`src/hw/rtl/hbfd_pkg.sv`:
```
// ----------------------------------------------------------------------------
// hbfd_pkg: shared types and constants of the heartbeat failure detector
// Request codes, register indexes, field widths and the peer verdict type.
// ----------------------------------------------------------------------------
package hbfd_pkg;

  localparam int AGE_W       = 8;
  localparam int CFG_W       = 8;
  localparam int IDX_W       = 3;
  localparam int MASK_W      = 8;
  localparam int OUT_EPOCH_W = 32;
  localparam int LIST_MAX    = 8;
  localparam int LIST_W      = $clog2(LIST_MAX);

  localparam logic [AGE_W-1:0] AGE_MAX = {AGE_W{1'b1}};

  typedef enum logic [1:0] {
    REQ_TICK      = 2'd0,
    REQ_HEARTBEAT = 2'd1,
    REQ_REPLY     = 2'd2,
    REQ_UNUSED    = 2'd3
  } req_e;

  typedef enum logic [1:0] {
    CFG_SUSPECT = 2'd0,
    CFG_DEAD    = 2'd1,
    CFG_SELF    = 2'd2,
    CFG_SEED    = 2'd3
  } cfg_e;

  // verdict of one tick evaluation; kill implies suspect
  typedef struct packed {
    logic kill;
    logic suspect;
  } eval_t;

endpackage

```
`src/hw/rtl/hbfd_eval.sv`:
```
// ----------------------------------------------------------------------------
// hbfd_eval: shared peer aging and threshold unit
// Saturating age increment and compare against the suspect and dead limits.
// ----------------------------------------------------------------------------
module hbfd_eval import hbfd_pkg::*; (
  input  logic [AGE_W-1:0] age_i,
  input  logic [CFG_W-1:0] suspect_ticks_i,
  input  logic [CFG_W-1:0] dead_ticks_i,
  output logic [AGE_W-1:0] age_o,
  output eval_t            eval_o
);

  always_comb begin
    age_o          = (age_i == AGE_MAX) ? age_i : age_i + AGE_W'(1);
    eval_o.kill    = age_o > dead_ticks_i;
    eval_o.suspect = (age_o > dead_ticks_i) || (age_o > suspect_ticks_i);
  end

endmodule

```
`src/hw/rtl/hbfd_table.sv`:
```
// ----------------------------------------------------------------------------
// hbfd_table: per-peer age and seen-epoch storage
// One write and one registered read port; valid bits make unwritten
// entries, and seed-cleared age entries, read as zero.
// ----------------------------------------------------------------------------
module hbfd_table import hbfd_pkg::*; #(
  parameter int NUM_PEERS  = 8,
  parameter int EPOCH_BITS = 32
) (
  input  logic                         clk_i,
  input  logic                         rst_ni,
  input  logic [$clog2(NUM_PEERS)-1:0] rd_addr_i,
  output logic [AGE_W-1:0]             age_rdata_o,
  output logic [EPOCH_BITS-1:0]        seen_rdata_o,
  input  logic [$clog2(NUM_PEERS)-1:0] wr_addr_i,
  input  logic                         age_we_i,
  input  logic [AGE_W-1:0]             age_wdata_i,
  input  logic                         seen_we_i,
  input  logic [EPOCH_BITS-1:0]        seen_wdata_i,
  input  logic [NUM_PEERS-1:0]         age_clr_i
);

  logic [AGE_W-1:0]      age_mem  [NUM_PEERS];
  logic [EPOCH_BITS-1:0] seen_mem [NUM_PEERS];

  logic [NUM_PEERS-1:0]  age_vld_q, age_vld_d;
  logic [NUM_PEERS-1:0]  seen_vld_q, seen_vld_d;
  logic [AGE_W-1:0]      age_rd_q;
  logic [EPOCH_BITS-1:0] seen_rd_q;
  logic                  age_rd_vld_q, seen_rd_vld_q;

  always_comb begin
    age_vld_d  = age_vld_q & ~age_clr_i;
    seen_vld_d = seen_vld_q;
    if (age_we_i) begin
      age_vld_d[wr_addr_i] = 1'b1;
    end
    if (seen_we_i) begin
      seen_vld_d[wr_addr_i] = 1'b1;
    end
  end

  always_ff @(posedge clk_i or negedge rst_ni) begin
    if (!rst_ni) begin
      age_vld_q     <= '0;
      seen_vld_q    <= '0;
      age_rd_vld_q  <= 1'b0;
      seen_rd_vld_q <= 1'b0;
    end else begin
      age_vld_q     <= age_vld_d;
      seen_vld_q    <= seen_vld_d;
      age_rd_vld_q  <= age_vld_q[rd_addr_i];
      seen_rd_vld_q <= seen_vld_q[rd_addr_i];
    end
  end

  always_ff @(posedge clk_i) begin
    if (age_we_i) begin
      age_mem[wr_addr_i] <= age_wdata_i;
    end
    if (seen_we_i) begin
      seen_mem[wr_addr_i] <= seen_wdata_i;
    end
    age_rd_q  <= age_mem[rd_addr_i];
    seen_rd_q <= seen_mem[rd_addr_i];
  end

  assign age_rdata_o  = age_rd_vld_q ? age_rd_q : '0;
  assign seen_rdata_o = seen_rd_vld_q ? seen_rd_q : '0;

endmodule

```
`src/hw/rtl/heartbeat_failure_detector_unit.sv`:
```
// ----------------------------------------------------------------------------
// heartbeat_failure_detector_unit: heartbeat timeout failure detector
// Peer table with tick aging, suspect/dead classification and epoch tracking.
// ----------------------------------------------------------------------------
// Usage:
//   An item (req_type_i, peer_index_i) is taken on a clock edge with start
//   high and busy low. busy stays high until the item's final result has
//   been produced. Results appear on the result ports for one cycle each,
//   marked by res_valid_o; last_o flags the final one. The receiver cannot
//   stall, so results are never held.
//   Tick: the sequencer walks the peer table one entry per cycle through
//   the shared aging/compare unit, then gives one result.
//   Heartbeat: a refresh state, then a table walk that reads one entry
//   per cycle and lists each alive peer as one result. Reply and other
//   items: one result.
//   The walk is bound by the single read port of the age/epoch table.
//   Configuration writes (cfg_we_i, cfg_idx_i, cfg_wdata_i) take effect
//   at once and must be issued only while idle; the block does not check.
//   Reset clears the table, the epoch and the internal flags; thresholds
//   return to 5 and 15 ticks, self index and seed mask to zero.
// ----------------------------------------------------------------------------
module heartbeat_failure_detector_unit import hbfd_pkg::*; #(
  parameter int NUM_PEERS  = 8,
  parameter int EPOCH_BITS = 32
) (
  input  logic                   clk_i,
  input  logic                   rst_ni,
  input  logic                   start,
  output logic                   busy,
  input  logic [1:0]             req_type_i,
  input  logic [IDX_W-1:0]       peer_index_i,
  input  logic                   cfg_we_i,
  input  logic [1:0]             cfg_idx_i,
  input  logic [CFG_W-1:0]       cfg_wdata_i,
  output logic                   res_valid_o,
  output logic [OUT_EPOCH_W-1:0] cur_epoch_o,
  output logic [MASK_W-1:0]      alive_mask_o,
  output logic [MASK_W-1:0]      suspected_mask_o,
  output logic [MASK_W-1:0]      newly_dead_mask_o,
  output logic                   membership_changed_o,
  output logic                   entry_valid_o,
  output logic [IDX_W-1:0]       entry_peer_o,
  output logic [OUT_EPOCH_W-1:0] entry_seen_epoch_o,
  output logic                   entry_suspected_o,
  output logic                   last_o
);

  localparam int PW = $clog2(NUM_PEERS);
  localparam int MW = (NUM_PEERS > MASK_W) ? NUM_PEERS : MASK_W;
  localparam int EW = (EPOCH_BITS > OUT_EPOCH_W) ? EPOCH_BITS : OUT_EPOCH_W;
  localparam int CW = (PW > IDX_W) ? PW : IDX_W;
  localparam logic [PW-1:0] LAST_IDX  = PW'(NUM_PEERS - 1);
  localparam logic [31:0]   NP        = 32'(NUM_PEERS);
  localparam logic [LIST_W-1:0] LIST_LAST = LIST_W'(LIST_MAX - 1);

  typedef enum logic [6:0] {
    S_IDLE      = 7'b0000001,
    S_TICK      = 7'b0000010,
    S_TICK_LAST = 7'b0000100,
    S_TICK_OUT  = 7'b0001000,
    S_HB_REF    = 7'b0010000,
    S_HB_SCAN   = 7'b0100000,
    S_SINGLE    = 7'b1000000
  } state_e;

  function automatic logic [OUT_EPOCH_W-1:0] lo_epoch(input logic [EPOCH_BITS-1:0] v);
    logic [EW-1:0] w;
    w = EW'(v);
    return w[OUT_EPOCH_W-1:0];
  endfunction

  function automatic logic [MASK_W-1:0] lo_mask(input logic [NUM_PEERS-1:0] v);
    logic [MW-1:0] w;
    w = MW'(v);
    return w[MASK_W-1:0];
  endfunction

  state_e                state_q, state_d;
  logic [1:0]            type_q, type_d;
  logic [IDX_W-1:0]      p_q, p_d;
  logic [PW-1:0]         cnt_q, cnt_d;
  logic                  st_v_q;
  logic [PW-1:0]         st_idx_q;
  logic [LIST_W-1:0]     k_q, k_d;
  logic [NUM_PEERS-1:0]  known_q, known_d;
  logic [NUM_PEERS-1:0]  alive_q, alive_d;
  logic [NUM_PEERS-1:0]  susp_q, susp_d;
  logic [NUM_PEERS-1:0]  dead_mask_q, dead_mask_d;
  logic [EPOCH_BITS-1:0] epoch_q, epoch_d;
  logic [EPOCH_BITS-1:0] before_q, before_d;
  logic                  chg_q, chg_d;
  logic [CFG_W-1:0]      suspect_ticks_q, dead_ticks_q, seed_q;
  logic [IDX_W-1:0]      self_q;

  logic                  issue, proc, elig, revived, p_in_range, reply_ok;
  logic [PW-1:0]         pidx;
  logic [NUM_PEERS-1:0]  seed_vec, above;
  logic [MW-1:0]         seed_pad;

  logic [PW-1:0]         wr_addr;
  logic                  age_we, seen_we;
  logic [AGE_W-1:0]      age_wdata, age_rd, age_new;
  logic [EPOCH_BITS-1:0] seen_wdata, seen_rd;
  eval_t                 verdict;

  logic                  emit, o_chg, o_ev, o_susp, o_last;
  logic [OUT_EPOCH_W-1:0] o_epoch, o_seen;
  logic [MASK_W-1:0]     o_dead;
  logic [IDX_W-1:0]      o_peer;

  hbfd_table #(
    .NUM_PEERS  (NUM_PEERS),
    .EPOCH_BITS (EPOCH_BITS)
  ) u_table (
    .clk_i        (clk_i),
    .rst_ni       (rst_ni),
    .rd_addr_i    (cnt_q),
    .age_rdata_o  (age_rd),
    .seen_rdata_o (seen_rd),
    .wr_addr_i    (wr_addr),
    .age_we_i     (age_we),
    .age_wdata_i  (age_wdata),
    .seen_we_i    (seen_we),
    .seen_wdata_i (seen_wdata),
    .age_clr_i    (seed_vec)
  );

  hbfd_eval u_eval (
    .age_i           (age_rd),
    .suspect_ticks_i (suspect_ticks_q),
    .dead_ticks_i    (dead_ticks_q),
    .age_o           (age_new),
    .eval_o          (verdict)
  );

  assign busy       = (state_q != S_IDLE);
  assign pidx       = PW'(p_q);
  assign p_in_range = (32'(p_q) < NP);
  assign reply_ok   = (type_q == REQ_REPLY) && p_in_range && known_q[pidx] &&
                      (p_q != self_q) && seed_q[p_q];
  assign proc       = st_v_q && ((state_q == S_TICK) || (state_q == S_TICK_LAST) ||
                                 (state_q == S_HB_SCAN));
  assign elig       = (CW'(st_idx_q) != CW'(self_q)) && known_q[st_idx_q] &&
                      alive_q[st_idx_q];

  always_comb begin
    seed_pad = MW'(cfg_wdata_i);
    seed_vec = (cfg_we_i && (cfg_idx_i == CFG_SEED)) ? seed_pad[NUM_PEERS-1:0] : '0;
    for (int j = 0; j < NUM_PEERS; j++) begin
      above[j] = PW'(j) > st_idx_q;
    end
  end

  always_comb begin
    state_d     = state_q;
    type_d      = type_q;
    p_d         = p_q;
    cnt_d       = cnt_q;
    k_d         = k_q;
    known_d     = known_q | seed_vec;
    alive_d     = alive_q | seed_vec;
    susp_d      = susp_q & ~seed_vec;
    dead_mask_d = dead_mask_q;
    epoch_d     = epoch_q;
    before_d    = before_q;
    chg_d       = chg_q;
    issue       = 1'b0;
    revived     = 1'b0;
    wr_addr     = st_idx_q;
    age_we      = 1'b0;
    age_wdata   = age_new;
    seen_we     = 1'b0;
    seen_wdata  = epoch_q;
    emit        = 1'b0;
    o_epoch     = '0;
    o_dead      = '0;
    o_chg       = 1'b0;
    o_ev        = 1'b0;
    o_peer      = '0;
    o_seen      = '0;
    o_susp      = 1'b0;
    o_last      = 1'b0;

    if (proc && (state_q != S_HB_SCAN)) begin
      age_we = 1'b1;
      if (elig) begin
        if (verdict.kill) begin
          alive_d[st_idx_q]     = 1'b0;
          susp_d[st_idx_q]      = 1'b1;
          dead_mask_d[st_idx_q] = 1'b1;
        end else begin
          susp_d[st_idx_q] = verdict.suspect;
        end
      end
    end

    unique case (state_q)
      S_IDLE: begin
        if (start) begin
          type_d      = req_type_i;
          p_d         = peer_index_i;
          cnt_d       = '0;
          k_d         = '0;
          dead_mask_d = '0;
          if (req_type_i == REQ_TICK) begin
            state_d = S_TICK;
          end else if ((req_type_i == REQ_HEARTBEAT) && (32'(peer_index_i) < NP)) begin
            state_d = S_HB_REF;
          end else begin
            state_d = S_SINGLE;
          end
        end
      end
      S_TICK: begin
        issue = 1'b1;
        if (cnt_q == LAST_IDX) begin
          state_d = S_TICK_LAST;
        end else begin
          cnt_d = cnt_q + PW'(1);
        end
      end
      S_TICK_LAST: begin
        state_d = S_TICK_OUT;
      end
      S_TICK_OUT: begin
        if (|dead_mask_q) begin
          epoch_d = epoch_q + EPOCH_BITS'(1);
        end
        emit    = 1'b1;
        o_epoch = lo_epoch(epoch_d);
        o_dead  = lo_mask(dead_mask_q);
        o_chg   = |dead_mask_q;
        o_last  = 1'b1;
        state_d = S_IDLE;
      end
      S_HB_REF: begin
        revived       = !alive_q[pidx];
        known_d[pidx] = 1'b1;
        alive_d[pidx] = 1'b1;
        susp_d[pidx]  = 1'b0;
        wr_addr       = pidx;
        age_we        = 1'b1;
        age_wdata     = '0;
        seen_we       = 1'b1;
        before_d      = epoch_q;
        chg_d         = revived;
        if (revived) begin
          epoch_d = epoch_q + EPOCH_BITS'(1);
        end
        cnt_d   = '0;
        state_d = S_HB_SCAN;
      end
      S_HB_SCAN: begin
        issue = 1'b1;
        if (cnt_q != LAST_IDX) begin
          cnt_d = cnt_q + PW'(1);
        end
        if (proc && alive_q[st_idx_q]) begin
          emit    = 1'b1;
          o_epoch = lo_epoch(before_q);
          o_chg   = chg_q;
          o_ev    = 1'b1;
          o_peer  = IDX_W'(st_idx_q);
          o_seen  = lo_epoch(seen_rd);
          o_susp  = susp_q[st_idx_q];
          o_last  = (k_q == LIST_LAST) || !(|(alive_q & above));
          k_d     = k_q + LIST_W'(1);
          if (o_last) begin
            state_d = S_IDLE;
          end
        end
      end
      S_SINGLE: begin
        if (reply_ok) begin
          revived       = !alive_q[pidx];
          alive_d[pidx] = 1'b1;
          susp_d[pidx]  = 1'b0;
          wr_addr       = pidx;
          age_we        = 1'b1;
          age_wdata     = '0;
          seen_we       = 1'b1;
          if (revived) begin
            epoch_d = epoch_q + EPOCH_BITS'(1);
          end
        end
        emit    = 1'b1;
        o_epoch = lo_epoch(epoch_d);
        o_chg   = revived;
        o_last  = 1'b1;
        state_d = S_IDLE;
      end
      default: begin
        state_d = S_IDLE;
      end
    endcase
  end

  always_ff @(posedge clk_i or negedge rst_ni) begin
    if (!rst_ni) begin
      state_q         <= S_IDLE;
      type_q          <= REQ_TICK;
      p_q             <= '0;
      cnt_q           <= '0;
      st_v_q          <= 1'b0;
      st_idx_q        <= '0;
      k_q             <= '0;
      known_q         <= '0;
      alive_q         <= '0;
      susp_q          <= '0;
      dead_mask_q     <= '0;
      epoch_q         <= '0;
      before_q        <= '0;
      chg_q           <= 1'b0;
      suspect_ticks_q <= CFG_W'(5);
      dead_ticks_q    <= CFG_W'(15);
      self_q          <= '0;
      seed_q          <= '0;
      res_valid_o     <= 1'b0;
    end else begin
      state_q     <= state_d;
      type_q      <= type_d;
      p_q         <= p_d;
      cnt_q       <= cnt_d;
      st_v_q      <= issue;
      st_idx_q    <= cnt_q;
      k_q         <= k_d;
      known_q     <= known_d;
      alive_q     <= alive_d;
      susp_q      <= susp_d;
      dead_mask_q <= dead_mask_d;
      epoch_q     <= epoch_d;
      before_q    <= before_d;
      chg_q       <= chg_d;
      res_valid_o <= emit;
      if (cfg_we_i) begin
        unique case (cfg_idx_i)
          CFG_SUSPECT: suspect_ticks_q <= cfg_wdata_i;
          CFG_DEAD:    dead_ticks_q    <= cfg_wdata_i;
          CFG_SELF:    self_q          <= cfg_wdata_i[IDX_W-1:0];
          CFG_SEED:    seed_q          <= cfg_wdata_i;
          default:     seed_q          <= seed_q;
        endcase
      end
    end
  end

  always_ff @(posedge clk_i) begin
    if (emit) begin
      cur_epoch_o          <= o_epoch;
      alive_mask_o         <= lo_mask(alive_d);
      suspected_mask_o     <= lo_mask(susp_d);
      newly_dead_mask_o    <= o_dead;
      membership_changed_o <= o_chg;
      entry_valid_o        <= o_ev;
      entry_peer_o         <= o_peer;
      entry_seen_epoch_o   <= o_seen;
      entry_suspected_o    <= o_susp;
      last_o               <= o_last;
    end
  end

  a_accept_busy: assert property (@(posedge clk_i) disable iff (!rst_ni)
    (start && !busy) |=> busy)
    else $error("busy not raised after item accept");

  a_open_item: assert property (@(posedge clk_i) disable iff (!rst_ni)
    (res_valid_o && !last_o) |-> busy)
    else $error("non-final result while idle");

  a_dead_bumps: assert property (@(posedge clk_i) disable iff (!rst_ni)
    (res_valid_o && (newly_dead_mask_o != '0)) |-> membership_changed_o)
    else $error("peer death without epoch change");

  a_listed_alive: assert property (@(posedge clk_i) disable iff (!rst_ni)
    (res_valid_o && entry_valid_o) |-> alive_mask_o[entry_peer_o])
    else $error("listed peer not alive");

endmodule
```
`config.mk`:
```
export PLATFORM = sky130hd
export DESIGN_NAME = heartbeat_failure_detector_unit
export DESIGN_NICKNAME = d
export VERILOG_FILES = /design/src/hw/rtl/hbfd_pkg.sv /design/src/hw/rtl/hbfd_eval.sv /design/src/hw/rtl/hbfd_table.sv /design/src/hw/rtl/heartbeat_failure_detector_unit.sv
export SDC_FILE = /design/constraint.sdc
export NUM_CORES = 1
export LEC_CHECK = 0
export ABC_AREA = 1
export BUFFER_PORTS_ARGS = -buffer_cell sky130_fd_sc_hd__buf_2
export CAP_MARGIN = 30
export CORE_MARGIN = 2
export CORE_UTILIZATION = 35
export CTS_CLUSTER_DIAMETER = 40
export CTS_CLUSTER_SIZE = 40
export DETAILED_ROUTE_END_ITERATION = 10
export SYNTH_ARGS = -nofsm -noshare
export SYNTH_HDL_FRONTEND = slang
export SYNTH_SLANG_ARGS = --single-unit
```
`constraint.sdc`:
```
create_clock -name clk_i -period 10.5 [get_ports clk_i]
set_input_delay 1.05 -clock clk_i [delete_from_list [all_inputs] [get_ports clk_i]]
set_output_delay 1.05 -clock clk_i [all_outputs]
set_load 0.02 [all_outputs]
```
* Yosys cells after proc, flatten, opt, wreduce, memory -nomap -nowiden
Memories as Yosys holds them, arrays and structs flattened. A register that Yosys moved wholly into a read port is not among the register bits. Index checks and enable logic that the tools add are counted.
Cells by class: $add $sub $neg 4, $mul 0, divide/modulo/power cells 0, order comparisons 17, equality and inequality tests 26, shifts and indexed selects 0, mux-type cells 83, bitwise operators 16, reduce and logical (&&, ||, !) cells 37
Operators by type and width (number):
- $pmux 32 s3 | 2
- $mux 8 | 19
- $mux 32 | 4
- $or 8x8->8 | 8
- $pmux 8 s2 | 3
- $mux 7 | 6
- $and 8x8->8 | 5
- $pmux 7 s5 | 1
- $add 32x1->32 const B | 1
- $bmux 1 s3 | 8
- $not 8->8 | 3
- $mux 1 | 23
- $gt 8x8->1 | 2
- $lt 3x4->1 const B | 4
- $reduce_or 8->1 | 2
- $mux 3 | 5
- $gt 3x3->1 const A | 4
- $logic_and 1x1->1 | 12
- $pmux 3 s2 | 2
- $pmux 3 s4 | 1
- $reduce_and 2->1 | 6
- $demux 1 s3 | 3
- $ge 3x1->1 const B | 3
- $add 8x1->8 const B | 1
- 32 further kinds | 55
Word-level totals: register bits 260, latch bits 0, bits in writable memories 320, ROM bits 0, input bits 19, output and inout port bits 97, memories kept 2
Memory list:
- u_table.seen_mem | words 8, bits a word 32, rd ports 1, clocked after Yosys merged registers in 1, write ports 1, RTL line hbfd_table.sv:24 | logic [EPOCH_BITS-1:0] seen_mem [NUM_PEERS];
- u_table.age_mem | words 8, bits a word 8, rd ports 1, clocked after Yosys merged registers in 1, write ports 1, RTL line hbfd_table.sv:23 | logic [AGE_W-1:0] age_mem [NUM_PEERS];

* Logic depth before layout (Yosys ltp)
depth in word-level cells 13, gate-level depth with buffers 25

* Modules after synthesis
Synthesis repeated with hierarchy kept, for this count alone.
Second synthesis, totals: cell total of the unflattened synthesis 3383, area total of the unflattened synthesis 29405.7 um^2
Modules (own cells, without submodules):
- hbfd_table | times used 1, cells an instance 1627, area each 15960.3 um^2
- heartbeat_failure_detector_unit | times used 1, cells an instance 1645, area each 12808.5 um^2
- hbfd_eval | times used 1, cells an instance 111, area each 636.9 um^2

* Least setup slack after synthesis
No wires, ideal clock.
kind flip-flop to flip-flop, from reg state_q[1], to reg alive_mask_o[0], enable pin, setup time 457 ps, arrival time 3508 ps, required time 10043 ps, path slack 6534 ps, cell stages (with the launch flop) 12, path buffers 0, clock period less this slack 3966 ps, cells stage by stage dfrtp_1 inv_2 nand2_2 nor2_4 nand4_4 nand2_2 inv_2 nand2_1 nand4_2 nor2_4 inv_2 nand2_1
Between the ends: cells in the longest elaborated chain, start to end 7, elaborated cells on any way between the ends 12
RTL lines:
- start: declaration | RTL line heartbeat_failure_detector_unit.sv:78 | state_e state_q, state_d;
- start signal: assignment | RTL line heartbeat_failure_detector_unit.sv:320 | state_q <= state_d;
- $eq 7x2->1 / $eq 7x3->1 (equally long branches) | RTL line heartbeat_failure_detector_unit.sv:141 | assign proc = st_v_q && ((state_q == S_TICK) || (state_q == S_TICK_LAST) ||
- $logic_or 1x1->1 (2 in a row) | RTL line heartbeat_failure_detector_unit.sv:141
- $logic_and 1x1->1 | RTL line heartbeat_failure_detector_unit.sv:141
- $logic_and 1x1->1 | RTL line heartbeat_failure_detector_unit.sv:258 | if (proc && alive_q[st_idx_q]) begin
- $mux 1 | RTL line heartbeat_failure_detector_unit.sv:258
- $pmux 1 s2 (*) | RTL line heartbeat_failure_detector_unit.sv:197 | unique case (state_q)
- via emit | RTL line heartbeat_failure_detector_unit.sv:106 | logic emit, o_chg, o_ev, o_susp, o_last;
- end signal: assignment | RTL line heartbeat_failure_detector_unit.sv:350 | alive_mask_o <= lo_mask(alive_d);
- end: declaration | RTL line heartbeat_failure_detector_unit.sv:37 | output logic [MASK_W-1:0] alive_mask_o,
The timed path passes the listed nets; every way through them passes the cells marked *. A chain may end at the register's enable or synchronous reset.

* Final worst setup path
from reg st_idx_q[0], to reg entry_seen_epoch_o[17], enable pin
Between the ends: cells in the longest elaborated chain, start to end 5
RTL lines:
- start: declaration | RTL line heartbeat_failure_detector_unit.sv:83 | logic [PW-1:0] st_idx_q;
- start signal: assignment | RTL line heartbeat_failure_detector_unit.sv:325 | st_idx_q <= cnt_q;
- $bmux 1 s3 | RTL line heartbeat_failure_detector_unit.sv:258
- $mux 1 (not written as such) | RTL line heartbeat_failure_detector_unit.sv:258
- $logic_and 1x1->1 | RTL line heartbeat_failure_detector_unit.sv:258
- $mux 1 | RTL line heartbeat_failure_detector_unit.sv:258
- $pmux 1 s2 | RTL line heartbeat_failure_detector_unit.sv:197
- via emit | RTL line heartbeat_failure_detector_unit.sv:106
- end signal: assignment | RTL line heartbeat_failure_detector_unit.sv:356 | entry_seen_epoch_o <= o_seen;
- end: declaration | RTL line heartbeat_failure_detector_unit.sv:43 | output logic [OUT_EPOCH_W-1:0] entry_seen_epoch_o,
The timed path passes the listed nets, and every way through them passes these cells. The select of a mux whose other input is x is not followed.

==> impl_metrics.csv <==
group,metric,value,unit
placed_design,io_buffers,115,
synth,syn_nets,2748,
die,rows,101,
routing,num_vias,19500,
worst_setup_path,cp-end-kind,"flip-flop",
routing,viasPerCell,5.00,
synth,syn_avg_cell_area,9.99,um2
layout,n_antenna_cell,0,
layout,fin_nets,2847,
status,status,"complete, no violations",
timing,hold_viol,0,
layout,drive_gt1_share,12.5,%
routing,totalWireLength,69800,um
worst_setup_path,ff2ff_setup_slack,6.51,ns
worst_setup_path,r2r-end,"entry_seen_epoch_o[17]",
layout,layout.cells.most_common,"nor2_1",
timing,finClkSkew,0.0329,ns
timing,fin_crit_sh,38.0,%
min_path,hp-class,"input pin to async pin",
timing,slew_headroom,36.0,%
timing,fmax,0.251,GHz
worst_setup_path,worstReg2RegStart,"st_idx_q[0]",
global_routing,track_usage,17.7,%
timing,worst_pin_slew,0.959,ns
worst_setup_path,start_kind,"flip-flop",
synth,ys_seq_area_share,64.4,%
synth,ys_ff_latch,620,
clocking,path_clk_slew,0.06,ns
layout,final_area,0.0316,mm2
clocking,root_buffer,"clkbuf_16",
die,initial_core_util,35.5,%
power,p_leak,12.3,nW
global_routing,grt-ovfl-total,0,
clocking,htree_levels,3,
die,die_h,282,um
clocking,cts_tree,"yes",
placed_design,hpwl,44000,um
synth,async_reset_ff_share,26.6,%
die,die_x,282,um
die,num_io_pins,116,
power,p_per_area,251,mW/mm2
run,drv_cap,0,
placed_design,placed_area,0.0287,mm2
worst_setup_path,required,10.76,ns
layout,layout.cells.non_filler,3905,
global_routing,grt_pass1_vias,18700,
power,max-vdd-ir-drop,0.128,mV
clocking,cts_max_path_buffers,3,
timing,finalSetupViolations,0,
clocking,worstSkewPairLatency,0.65,ns
placed_design,placedCellCount,3752,
worst_setup_path,cp_max_fo,50,
clocking,ctsHoldBuffers,0,
layout,final_cell_mix,"nor2_1 (479), nand2_1 (466), edfxtp_1 (415), o21ai_0 (301), inv_1 (204)",
worst_setup_path,arrival,4.25,ns
global_routing,grt_pass1_wl,109000,um
routing,drcViolationCount,0,
clocking,cts_inserted_buffers,81,
worst_setup_path,worstSetupPathType,"flip-flop to flip-flop",
die,core,0.0762,mm2
timing,period_minus_slack,3.99,ns
global_routing,grt_start_max_net_pins,101,
routing,dr.pass1.iters,7,
layout,areaGrowthSynthToFinish,16.7,%
placed_design,place_congestion,0.918,
timing,finalSetupTns,0,ns
synth,synth-main-ff-cell,"edfxtp_1",
synth,synth_edf_count,415,
clocking,clock-sinks,620,
clocking,cts_setup_buffers,0,
timing,maxSlewViolCount,0,
global_routing,grt_antenna_before_repair,0,
routing,antenna_left,0,
timing,rsz0062_at_grt,"false",
synth,yosysWarnings,0,
clocking,cts_resized,0,
synth,yosys.cell_types.count,51,
routing,drt_iter0_markers,1546,
timing,whs,0.203,ns
routing,routedWlPerCell,17.9,um
synth,synthCells,2707,
worst_setup_path,rr_worst_depth,10,
die,die_area,0.0795,mm2
synth,syn-cell-area,0.0270,mm2
==> registers in the layout (all words and copies together) (netlist names), 32 cells and up <==
register / flops
u_table.seen_mem: 256
u_table.seen_rd_q: 32
before_q: 32
u_table.age_mem: 64
epoch_q: 32
cur_epoch_o: 32
entry_seen_epoch_o: 32
==> how the worst max path moves through the flow <==
| stage | start | to | slack (ns) |
|---|---|---|---|
| floorplan | state_q[1] | alive_mask_o[0] | 6.53 |
| global placement | st_idx_q[0] | entry_seen_epoch_o[11] | 6.57 |
| detailed placement | st_idx_q[0] | entry_seen_epoch_o[11] | 6.47 |
| CTS | st_idx_q[0] | entry_seen_epoch_o[17] | 6.45 |
| global route | st_idx_q[0] | entry_seen_epoch_o[17] | 6.20 |
| finish | st_idx_q[0] | entry_seen_epoch_o[17] | 6.51 |
==> cell usage after synthesis (5+ instances only) <==
library cell	count	area share [%]
a31oi_1	44	1.0
nor2_1	483	6.7
inv_1	207	2.9
ha_1	22	1.0
nand3b_1	14	0.39
nor2_2	5	0.12
buf_1	7	0.097
o21ai_1	8	0.15
o21ai_0	301	5.6
nand2_1	468	6.5
edfxtp_1	415	46
buf_4	7	0.19
buf_2	25	0.46
clkbuf_1	84	1.2
o211ai_1	17	0.47
nand2_2	15	0.35
nand3_1	139	2.6
a22oi_1	9	0.25
o22ai_1	53	1.2
dfxtp_1	40	3.0
nand4_1	42	0.97
a21oi_1	37	0.69
nor3_1	24	0.44
dfrtp_1	158	15
dfstp_2	7	0.68
inv_2	12	0.17
xor2_1	21	0.68
==> per-stage QoR <==
step / util (%) / power [W] / setup slack, ns
5_1_grt: 41.4 / 0.00835 / 6.20
2_1_floorplan: - / 0.00452 / 6.53
3_5_place_dp: 37.6 / 0.00511 / 6.47
3_3_place_gp: 37.5 / 0.00507 / 6.57
6_report: 41.4 / 0.00792 / 6.51
4_1_cts: 41.4 / 0.00798 / 6.45
==> critical path, cell delays in order (launching register included) <==
cell and delay (ns):
dfrtp_1 0.61, inv_1 0.30, nand2_1 0.21, o22ai_1 0.11
nor2_1 0.17, nand4_2 0.17, nor2_4 0.10, buf_4 0.45
inv_2 0.17, nand2_4 0.61, buf_4 0.63
==> report_power, final <==
part / leakage, nW / switching [W] / internal, W / total [W]
clock: 1.39 / 0.00121 / 0.00166 / 0.00287
sequential: 6.11 / 0.000380 / 0.00302 / 0.00340
combinational: 4.82 / 0.00116 / 0.000493 / 0.00166
==> cell type report <==
| class | instances | area, um2 |
|---|---|---|
| sequential | 620 | 17400 |
| timing repair buffer | 142 | 857 |
| clock buffer | 86 | 2070 |
| multi-input combinational | 1741 | 8300 |
| fill | 7255 | 44600 |
| inverter | 220 | 828 |
| tap | 1030 | 1290 |
| clock inverter | 66 | 812 |
==> kinds of logic after synthesis <==
group | share of synthesized area [%]
compound gates | 9.92
xor+xnor | 0.810
fa+ha+maj | 1.02
buf+inv | 5.10
flops | 64.4
mux | 0.0417
simple gates | 18.7
==> routing by layer <==
layer / vias up / wire, um / track usage (%)
met5: - / 0 / 0
met4: 0 / 1730 / 6.26
met3: 116 / 4010 / 2.58
met2: 565 / 32300 / 27.8
met1: 9386 / 31800 / 24.9
li1: 9471 / - / -
Power figures use the tool's default switching activity.
